`src/hw/rtl/piecewise_period_next_event_core_defines.svh`:
```
// Assertion macros shared by the piecewise period next event RTL.
// Depends on nothing; modules that assert include this file by name.
`ifndef PIECEWISE_PERIOD_NEXT_EVENT_CORE_DEFINES_SVH
`define PIECEWISE_PERIOD_NEXT_EVENT_CORE_DEFINES_SVH

// Checks a property at every rising clock edge outside of reset.
`define PPNE_ASSERT(label, prop, msg) \
   label: assert property (@(posedge clock) disable iff (reset) (prop)) else $error(msg);

// Checks that a condition never holds at a rising clock edge outside of reset.
`define PPNE_NEVER(label, cond, msg) \
   `PPNE_ASSERT(label, !(cond), msg)

`endif

```
`src/hw/rtl/ppne_pkg.sv`:
```
// Shared types and constants for the piecewise period next event core.
// Used by the controller, the datapath and the top level; depends on nothing.
`default_nettype none

package ppne_pkg;

   localparam int MAX_SEGMENTS = 16;
   localparam int TIME_BITS = 32;
   localparam int IDX_BITS = (MAX_SEGMENTS > 1) ? $clog2(MAX_SEGMENTS) : 1;
   localparam int CNT_BITS = IDX_BITS + 1;
   localparam int DIV_CNT_BITS = $clog2(TIME_BITS);

   localparam logic [TIME_BITS-1:0] TIME_MAX = '1;

   localparam logic [1:0] ACT_CLEAR = 2'd0;
   localparam logic [1:0] ACT_ADD = 2'd1;
   localparam logic [1:0] ACT_QUERY = 2'd2;

   localparam logic [1:0] STS_OK = 2'd0;
   localparam logic [1:0] STS_REJECTED = 2'd1;
   localparam logic [1:0] STS_FULL = 2'd2;
   localparam logic [1:0] STS_EMPTY = 2'd3;

   typedef struct packed {
      logic [1:0] action;
      logic [TIME_BITS-1:0] time_value;
      logic [TIME_BITS-1:0] period;
   } req_payload_type;

   typedef struct packed {
      logic [TIME_BITS-1:0] next_time;
      logic [1:0] status;
   } rsp_payload_type;

   typedef enum logic [1:0] {
      SRC_ZERO,
      SRC_BASE,
      SRC_RESULT
   } rsp_src_type;

   typedef enum logic [2:0] {
      ST_IDLE,
      ST_ADD_CHK,
      ST_QRY_RD,
      ST_QRY_CHK,
      ST_DIV,
      ST_OFS,
      ST_FIN
   } ctrl_state_type;

   typedef struct packed {
      logic capture;
      logic rd_last;
      logic clear_tbl;
      logic write_seg;
      logic advance;
      logic seg_load;
      logic div_step;
      logic ofs_calc;
      logic emit;
      rsp_src_type rsp_src;
      logic [1:0] rsp_status;
   } dp_cmd_type;

   typedef struct packed {
      logic count_zero;
      logic table_full;
      logic add_bad;
      logic can_advance;
      logic before_base;
      logic div_last;
   } dp_flags_type;

endpackage

`default_nettype wire

```
`src/hw/rtl/ppne_ctrl.sv`:
```
// Controller state machine of the piecewise period next event core.
// Depends on ppne_pkg; drives the datapath through command and status structs.
`default_nettype none

module ppne_ctrl
   import ppne_pkg::*;
(
   input wire logic clock,
   input wire logic reset,
   input wire logic start,
   input wire logic [1:0] action,
   input wire dp_flags_type flags,
   output dp_cmd_type cmd,
   output logic busy
);

   ctrl_state_type state_ff;
   ctrl_state_type state_in;

   always_ff @(posedge clock) begin
      if (reset) begin
         state_ff <= ST_IDLE;
      end else begin
         state_ff <= state_in;
      end
   end

   always_comb begin
      state_in = state_ff;
      cmd = '0;
      cmd.rsp_src = SRC_ZERO;
      cmd.rsp_status = STS_OK;
      unique case (state_ff)
         ST_IDLE: begin
            cmd.rd_last = (action == ACT_ADD);
            if (start) begin
               cmd.capture = 1'b1;
               unique case (action)
                  ACT_CLEAR: begin
                     cmd.clear_tbl = 1'b1;
                     cmd.emit = 1'b1;
                  end
                  ACT_ADD: begin
                     state_in = ST_ADD_CHK;
                  end
                  ACT_QUERY: begin
                     if (flags.count_zero) begin
                        cmd.emit = 1'b1;
                        cmd.rsp_status = STS_EMPTY;
                     end else begin
                        state_in = ST_QRY_CHK;
                     end
                  end
                  default: begin
                     cmd.emit = 1'b1;
                  end
               endcase
            end
         end
         ST_ADD_CHK: begin
            cmd.emit = 1'b1;
            state_in = ST_IDLE;
            priority if (flags.add_bad) begin
               cmd.rsp_status = STS_REJECTED;
            end else if (flags.table_full) begin
               cmd.rsp_status = STS_FULL;
            end else begin
               cmd.write_seg = 1'b1;
            end
         end
         ST_QRY_RD: begin
            state_in = ST_QRY_CHK;
         end
         ST_QRY_CHK: begin
            priority if (flags.can_advance) begin
               cmd.advance = 1'b1;
               state_in = ST_QRY_RD;
            end else if (flags.before_base) begin
               cmd.emit = 1'b1;
               cmd.rsp_src = SRC_BASE;
               state_in = ST_IDLE;
            end else begin
               cmd.seg_load = 1'b1;
               state_in = ST_DIV;
            end
         end
         ST_DIV: begin
            cmd.div_step = 1'b1;
            if (flags.div_last) begin
               state_in = ST_OFS;
            end
         end
         ST_OFS: begin
            cmd.ofs_calc = 1'b1;
            state_in = ST_FIN;
         end
         ST_FIN: begin
            cmd.emit = 1'b1;
            cmd.rsp_src = SRC_RESULT;
            state_in = ST_IDLE;
         end
         default: begin
            state_in = ST_IDLE;
         end
      endcase
   end

   assign busy = (state_ff != ST_IDLE);

endmodule

`default_nettype wire

```
`src/hw/rtl/ppne_dp.sv`:
```
// Datapath of the piecewise period next event core: segment memories, pointer,
// remainder divider and result register. Depends on ppne_pkg and the defines header.
`default_nettype none

`include "piecewise_period_next_event_core_defines.svh"

module ppne_dp
   import ppne_pkg::*;
(
   input wire logic clock,
   input wire logic reset,
   input wire req_payload_type req_payload,
   input wire dp_cmd_type cmd,
   output dp_flags_type flags,
   output logic rsp_valid,
   output rsp_payload_type rsp_payload
);

   logic [TIME_BITS-1:0] seg_start_ff [MAX_SEGMENTS];
   logic [TIME_BITS-1:0] seg_period_ff [MAX_SEGMENTS];
   logic [TIME_BITS-1:0] rd_start_a_ff;
   logic [TIME_BITS-1:0] rd_period_a_ff;
   logic [TIME_BITS-1:0] rd_start_b_ff;

   req_payload_type req_ff;
   logic [CNT_BITS-1:0] count_ff;
   logic [IDX_BITS-1:0] cur_ff;
   logic [TIME_BITS-1:0] base_ff;
   logic [TIME_BITS-1:0] period_ff;
   logic [TIME_BITS-1:0] limit_ff;
   logic [TIME_BITS-1:0] diff_ff;
   logic [TIME_BITS-1:0] shift_ff;
   logic [TIME_BITS-1:0] rem_ff;
   logic [TIME_BITS:0] offset_ff;
   logic [DIV_CNT_BITS-1:0] div_cnt_ff;
   logic rsp_valid_ff;
   rsp_payload_type rsp_ff;

   logic [CNT_BITS-1:0] count_m1;
   logic [CNT_BITS-1:0] cur_plus1;
   logic [IDX_BITS-1:0] addr_a;
   logic [IDX_BITS-1:0] addr_b;
   logic has_next;
   logic [TIME_BITS:0] shifted;
   logic [TIME_BITS:0] trial;
   logic [TIME_BITS+1:0] sum;
   logic [TIME_BITS-1:0] sat;
   logic [TIME_BITS-1:0] result;
   rsp_payload_type rsp_in;

   assign count_m1 = count_ff - CNT_BITS'(1);
   assign cur_plus1 = CNT_BITS'(cur_ff) + CNT_BITS'(1);
   assign addr_a = cmd.rd_last ? count_m1[IDX_BITS-1:0] : cur_ff;
   assign addr_b = cur_plus1[IDX_BITS-1:0];
   assign has_next = (cur_plus1 < count_ff);

   always_ff @(posedge clock) begin
      if (cmd.write_seg) begin
         seg_start_ff[count_ff[IDX_BITS-1:0]] <= req_ff.time_value;
         seg_period_ff[count_ff[IDX_BITS-1:0]] <= req_ff.period;
      end
      rd_start_a_ff <= seg_start_ff[addr_a];
      rd_period_a_ff <= seg_period_ff[addr_a];
      rd_start_b_ff <= seg_start_ff[addr_b];
   end

   always_ff @(posedge clock) begin
      if (reset) begin
         count_ff <= '0;
         cur_ff <= '0;
      end else if (cmd.clear_tbl) begin
         count_ff <= '0;
         cur_ff <= '0;
      end else begin
         if (cmd.write_seg) begin
            count_ff <= count_ff + CNT_BITS'(1);
         end
         if (cmd.advance) begin
            cur_ff <= addr_b;
         end
      end
   end

   assign shifted = {rem_ff, shift_ff[TIME_BITS-1]};
   assign trial = shifted - {1'b0, period_ff};

   always_ff @(posedge clock) begin
      if (cmd.capture) begin
         req_ff <= req_payload;
      end
      if (cmd.seg_load) begin
         base_ff <= rd_start_a_ff;
         period_ff <= rd_period_a_ff;
         limit_ff <= has_next ? rd_start_b_ff : TIME_MAX;
         diff_ff <= req_ff.time_value - rd_start_a_ff;
         shift_ff <= req_ff.time_value - rd_start_a_ff;
         rem_ff <= '0;
         div_cnt_ff <= '0;
      end else if (cmd.div_step) begin
         rem_ff <= (shifted >= {1'b0, period_ff}) ? trial[TIME_BITS-1:0]
                                                  : shifted[TIME_BITS-1:0];
         shift_ff <= {shift_ff[TIME_BITS-2:0], 1'b0};
         div_cnt_ff <= div_cnt_ff + DIV_CNT_BITS'(1);
      end
      if (cmd.ofs_calc) begin
         offset_ff <= {1'b0, diff_ff} - {1'b0, rem_ff} + {1'b0, period_ff};
      end
   end

   assign sum = (TIME_BITS+2)'(base_ff) + (TIME_BITS+2)'(offset_ff);
   assign sat = (sum > (TIME_BITS+2)'(TIME_MAX)) ? TIME_MAX : sum[TIME_BITS-1:0];
   assign result = (sat > limit_ff) ? limit_ff : sat;

   always_comb begin
      rsp_in.status = cmd.rsp_status;
      unique case (cmd.rsp_src)
         SRC_ZERO: rsp_in.next_time = '0;
         SRC_BASE: rsp_in.next_time = rd_start_a_ff;
         SRC_RESULT: rsp_in.next_time = result;
         default: rsp_in.next_time = '0;
      endcase
   end

   always_ff @(posedge clock) begin
      if (reset) begin
         rsp_valid_ff <= 1'b0;
      end else begin
         rsp_valid_ff <= cmd.emit;
      end
      if (cmd.emit) begin
         rsp_ff <= rsp_in;
      end
   end

   assign flags.count_zero = (count_ff == '0);
   assign flags.table_full = (count_ff == CNT_BITS'(MAX_SEGMENTS));
   assign flags.add_bad = (req_ff.period == '0) ||
                          ((count_ff != '0) && (rd_start_a_ff >= req_ff.time_value));
   assign flags.can_advance = has_next && (req_ff.time_value >= rd_start_b_ff);
   assign flags.before_base = (req_ff.time_value < rd_start_a_ff);
   assign flags.div_last = (div_cnt_ff == DIV_CNT_BITS'(TIME_BITS - 1));

   assign rsp_valid = rsp_valid_ff;
   assign rsp_payload = rsp_ff;

   `PPNE_NEVER(a_count_bound, count_ff > CNT_BITS'(MAX_SEGMENTS), "segment count above table size")
   `PPNE_ASSERT(a_cur_below_count, (count_ff == '0) || (CNT_BITS'(cur_ff) < count_ff), "segment pointer past table end")
   `PPNE_NEVER(a_write_when_full, cmd.write_seg && flags.table_full, "segment written into full table")
   `PPNE_ASSERT(a_zero_time_on_error, rsp_valid_ff && (rsp_ff.status != STS_OK) |-> (rsp_ff.next_time == '0), "error result carries a time")

endmodule

`default_nettype wire

```
`src/hw/rtl/piecewise_period_next_event_core.sv`:
```
// Top level of the piecewise period next event core.
// Depends on ppne_pkg, ppne_ctrl and ppne_dp.
`default_nettype none

// A transfer is taken when start is high and busy is low; each result appears for exactly one
// cycle with rsp_valid and cannot be held off. Clear, an unknown action and a query on an empty
// table are answered straight from idle, and the next transfer may follow at once. An add first
// does one registered memory read of the last start, then the check and write. A query moves the
// pointer, by a read and a check, past each segment whose next start is at or before the time;
// when the time lies at or after the segment start, a remainder divider that settles one bit per
// cycle runs over all TIME_BITS bits, then the offset and clamp.

module piecewise_period_next_event_core
   import ppne_pkg::*;
(
   input wire logic clock,
   input wire logic reset,
   input wire logic start,
   output logic busy,
   input wire req_payload_type req_payload,
   output logic rsp_valid,
   output rsp_payload_type rsp_payload
);

   dp_cmd_type cmd;
   dp_flags_type flags;

   ppne_ctrl u_ctrl (
      .clock(clock),
      .reset(reset),
      .start(start),
      .action(req_payload.action),
      .flags(flags),
      .cmd(cmd),
      .busy(busy)
   );

   ppne_dp u_dp (
      .clock(clock),
      .reset(reset),
      .req_payload(req_payload),
      .cmd(cmd),
      .flags(flags),
      .rsp_valid(rsp_valid),
      .rsp_payload(rsp_payload)
   );

endmodule

`default_nettype wire
```
`config.mk`:
```
export PLATFORM = sky130hd
export DESIGN_NAME = piecewise_period_next_event_core
export DESIGN_NICKNAME = d
export VERILOG_FILES = /design/src/hw/rtl/ppne_pkg.sv /design/src/hw/rtl/ppne_ctrl.sv /design/src/hw/rtl/ppne_dp.sv /design/src/hw/rtl/piecewise_period_next_event_core.sv
export VERILOG_INCLUDE_DIRS = /design/src /design/src/hw/rtl
export SDC_FILE = /design/constraint.sdc
export NUM_CORES = 2
export LEC_CHECK = 0
export ABC_CLOCK_PERIOD_IN_PS = 21800
export BUFFER_PORTS_ARGS = -buffer_cell sky130_fd_sc_hd__buf_2
export CAP_MARGIN = 20
export CORE_MARGIN = 2
export CORE_UTILIZATION = 30
export DETAILED_ROUTE_END_ITERATION = 8
export PLACE_DENSITY_LB_ADDON = 0.2
export SYNTH_ARGS = -nofsm -noshare
export SYNTH_HDL_FRONTEND = slang
export SYNTH_SLANG_ARGS = --single-unit
export TNS_END_PERCENT = 10
```
`constraint.sdc`:
```
create_clock -name clock -period 21.8 [get_ports clock]
set_input_delay 4.36 -clock clock [delete_from_list [all_inputs] [get_ports clock]]
set_output_delay 4.36 -clock clock [all_outputs]
set_load 0.02 [all_outputs]
```
==> flow_summary.yaml <==
clocking:
  hold_buffers: 0
  cts_made_buffers: 164
  cts_buffer_depth: 3
  clock_latency_ps: 830
  htreeDepth: 4
  cts_root_buffer: "clkbuf_16"
  clock-sinks: 1461
  ctsResizeCount: 0
  post_cts_buffers: 0
  cts_tree: "done"
  clkSlewWorstSetupHoldPaths_ps: 60
routing:
  vias_per_cell: 5.141
  vias: 44380
  final_antenna_net_count: 0
  drc: 0
  drtIter0Drc: 4008
  drt_wl_total_um: 211100
  drtPass1Iterations: 5
  post_drt_wl_per_cell_um: 24.45
floorplanning:
  dieArea_um2: 229500
  start_util_pct: 30.14
  io_pins: 105
  die_w_um: 479.1
  core_area_um2: 224700
  die_h_um: 479.1
  fp-row-count: 174
outcome:
  outcome: "finished, final reports clean"
placement:
  hpwl_um: 127600
  dp.cells: 8328
  io_buffers: 104
  gp_congestion: 0.8387
finish:
  fill_cells: 21960
  mostFrequentLayoutCell: "edfxtp_1"
  final_nets: 5814
  drive_gt1_share_pct: 11.63
  seq_area_um2: 42410
  fin_cells: 8633
  multi_input_area_um2: 23090
  layout_common_cells: "edfxtp_1, nand2_1, nand3_1, inv_1"
  area_growth_pct: 14.09
yosys:
  synth_cell_types: 79
  seq_area_frac_synth_pct: 62.64
  syn_avg_cell_area_um2: 12.41
  synth-seq-cells: 1461
  synthesis.area_um2: 67710
  yosysWarnings: 0
  synth_edf_count: 1315
  syn_nets: 5767
  synth_cells: 5456
  ys.flop_type: "edfxtp_1"
  async_flop_share_pct: 0
setup_path:
  crit_chain: "buf_2 > inv_1 > or3_1 > nand2_2 > o21a_4 > buf_4 > buf_4 > buf_4 > nand2_1 > and3_1 > a311oi_1 > a31oi_1 > a21oi_1"
  timing.rr.end: "u_dp.rsp_payload[3]"
  rr_startpoint: "u_dp.offset_ff[25]"
  crit_top_cell: "buf_4"
  critPathLaunchType: "input pin"
  startpoint: "req_payload[64]"
  crit_family: "buffers and inverters"
  path_class: "in2reg"
  crit_fanout: 79
  end_kind: "flop"
  endpoint: "u_dp.rd_period_a_ff[21]"
  reg2reg_depth: 23
  cp.depth: 13
  critPathRequiredTime_ps: 22540
  cp_slowest_stage_delay_ps: 880
  crit_path_top_delay_cell: "buf_4"
  arrival_ps: 9800
  crit_buf_inv: 5
  r2r_setup_slack_ps: 14910
sta:
  finalCritPeriodShare_pct: 41.58
  slew_headroom_pct: 30.16
  skew_ps: 51.50
  worst_slew_pin_slew_ps: 1048
  slew_violations: 0
  fin_crit_ps: 9064
  hold_violations: 0
  setup_viol: 0
  setup-tns-final_ps: 0
  rsz0062_at_grt: "false"
  timing.fmax_mhz: 110.3
grt:
  grt_overflow: 0
  grt_pass1_vias: 43850
  grt_pass1_wl_um: 306800
  grt_antenna_before_repair: 31
  grt_usage_pct: 18.07
  grt_max_degree: 179
power_and_ir_drop:
  power_mw: 7.450
  swShare_pct: 28.41
  seqPwrFrac_pct: 45.1
  power_frac_clock_pct: 39.1
  p_int_mw: 5.333
  switchingPower_mw: 2.116
  leakage_nw: 27.66
  ir_drop_mv: 0.09140
  p_per_area_nw_per_um2: 96.43
  power_frac_comb_pct: 15.8
flow_run:
  cap_violations: 0
worst_hold_path:
  hold_class: "reg2reg"
  hp-start: "u_dp.rd_period_a_ff[2]"
## state kept, by name, summed over array words and instances (netlist names), 3 cells and up
register and count:
u_dp.seg_period_ff 512, u_dp.seg_start_ff 512, u_dp.req_ff 64, u_dp.rsp_payload 34, u_dp.offset_ff 33, u_dp.base_ff 32
u_dp.diff_ff 32, u_dp.limit_ff 32, u_dp.period_ff 32, u_dp.rd_period_a_ff 32, u_dp.rd_start_a_ff 32, u_dp.rd_start_b_ff 32
u_dp.rem_ff 32, u_dp.shift_ff 32, u_dp.count_ff 5, u_dp.div_cnt_ff 5, u_dp.cur_ff 4, u_ctrl.state_ff 3
## synth_stat cells, types with 81 or more instances
master    instances  area, um^2
clkbuf_1        183       686.9
ha_1            207        2590
dfxtp_1         146        2923
nand3_1         314        1572
a21oi_1         210        1051
and3_1          139       869.6
edfxtp_1       1315       39490
nand2_1        1248        4684
nor2_1          129       484.2
a311oi_1        194        1699
o21ai_0          86       430.4
buf_2            81       405.4
mux4_2          160        3603
inv_1           280        1051
## layer usage
| metal | vias to the layer above | part of all wire (%) | GRT usage (%) |
|---|---|---|---|
| li1 | 20300 | - | - |
| met1 | 22450 | 45 | 25.04 |
| met2 | 1360 | 47 | 29.38 |
| met3 | 267 | 5.9 | 2.927 |
| met4 | 12 | 2.2 | 4.685 |
| met5 | - | 0.035 | 0 |
## kinds of logic after synthesis
family                     count (synthesis)  synth area share (%)
and+or+nand+nor                         2017                 12.96
DFF                                     1461                 62.64
AOI/OAI and AO/OA                        851                 8.777
buffers and inverters                    588                 3.620
adders and majority gates                242                 4.860
muxes                                    177                 5.590
xor gates and xnor gates                 120                 1.552
## power by group through the flow
stage	clock, mW	combinational (mW)	sequential [mW]
finish	2.91	1.17	3.36
global route	3.09	1.31	3.37
CTS	2.98	1.18	3.36
detailed placement	0	1.18	3.42
global placement	0	1.17	3.42
floorplan	0	0.824	3.33
## how the worst min path moves through the flow
stage / to / cells after the start
floorplan: u_dp.period_ff[0] / 0
global route: u_dp.period_ff[2] / 0
detailed placement: u_dp.period_ff[2] / 0
finish: u_dp.period_ff[2] / 0
global placement: u_dp.period_ff[9] / 0
CTS: u_dp.period_ff[2] / 0
## per-stage QoR
step	hold WS, ps	util [%]	worst slack [ps]	area (um^2)
after floorplan	385.5	-	14150	67710
final	404.2	34.38	12740	77250
after detailed placement	388.7	31.82	12000	71500
after global placement	387.5	31.82	12070	71500
after global routing	412.0	34.38	12430	77250
after CTS	403.3	34.37	12890	77220
## layout make-up
| class | count | area share [%] |
|---|---|---|
| timing repair buffer | 188 | 1.565 |
| clock buffer | 223 | 5.887 |
| sequential | 1461 | 54.90 |
| tap | 2992 | 4.846 |
| inverter | 281 | 1.375 |
| multi-input combinational | 3407 | 29.90 |
| clock inverter | 79 | 1.521 |
| antenna | 2 | 0.006479 |
No activity file was read; power rests on OpenSTA's default activity.
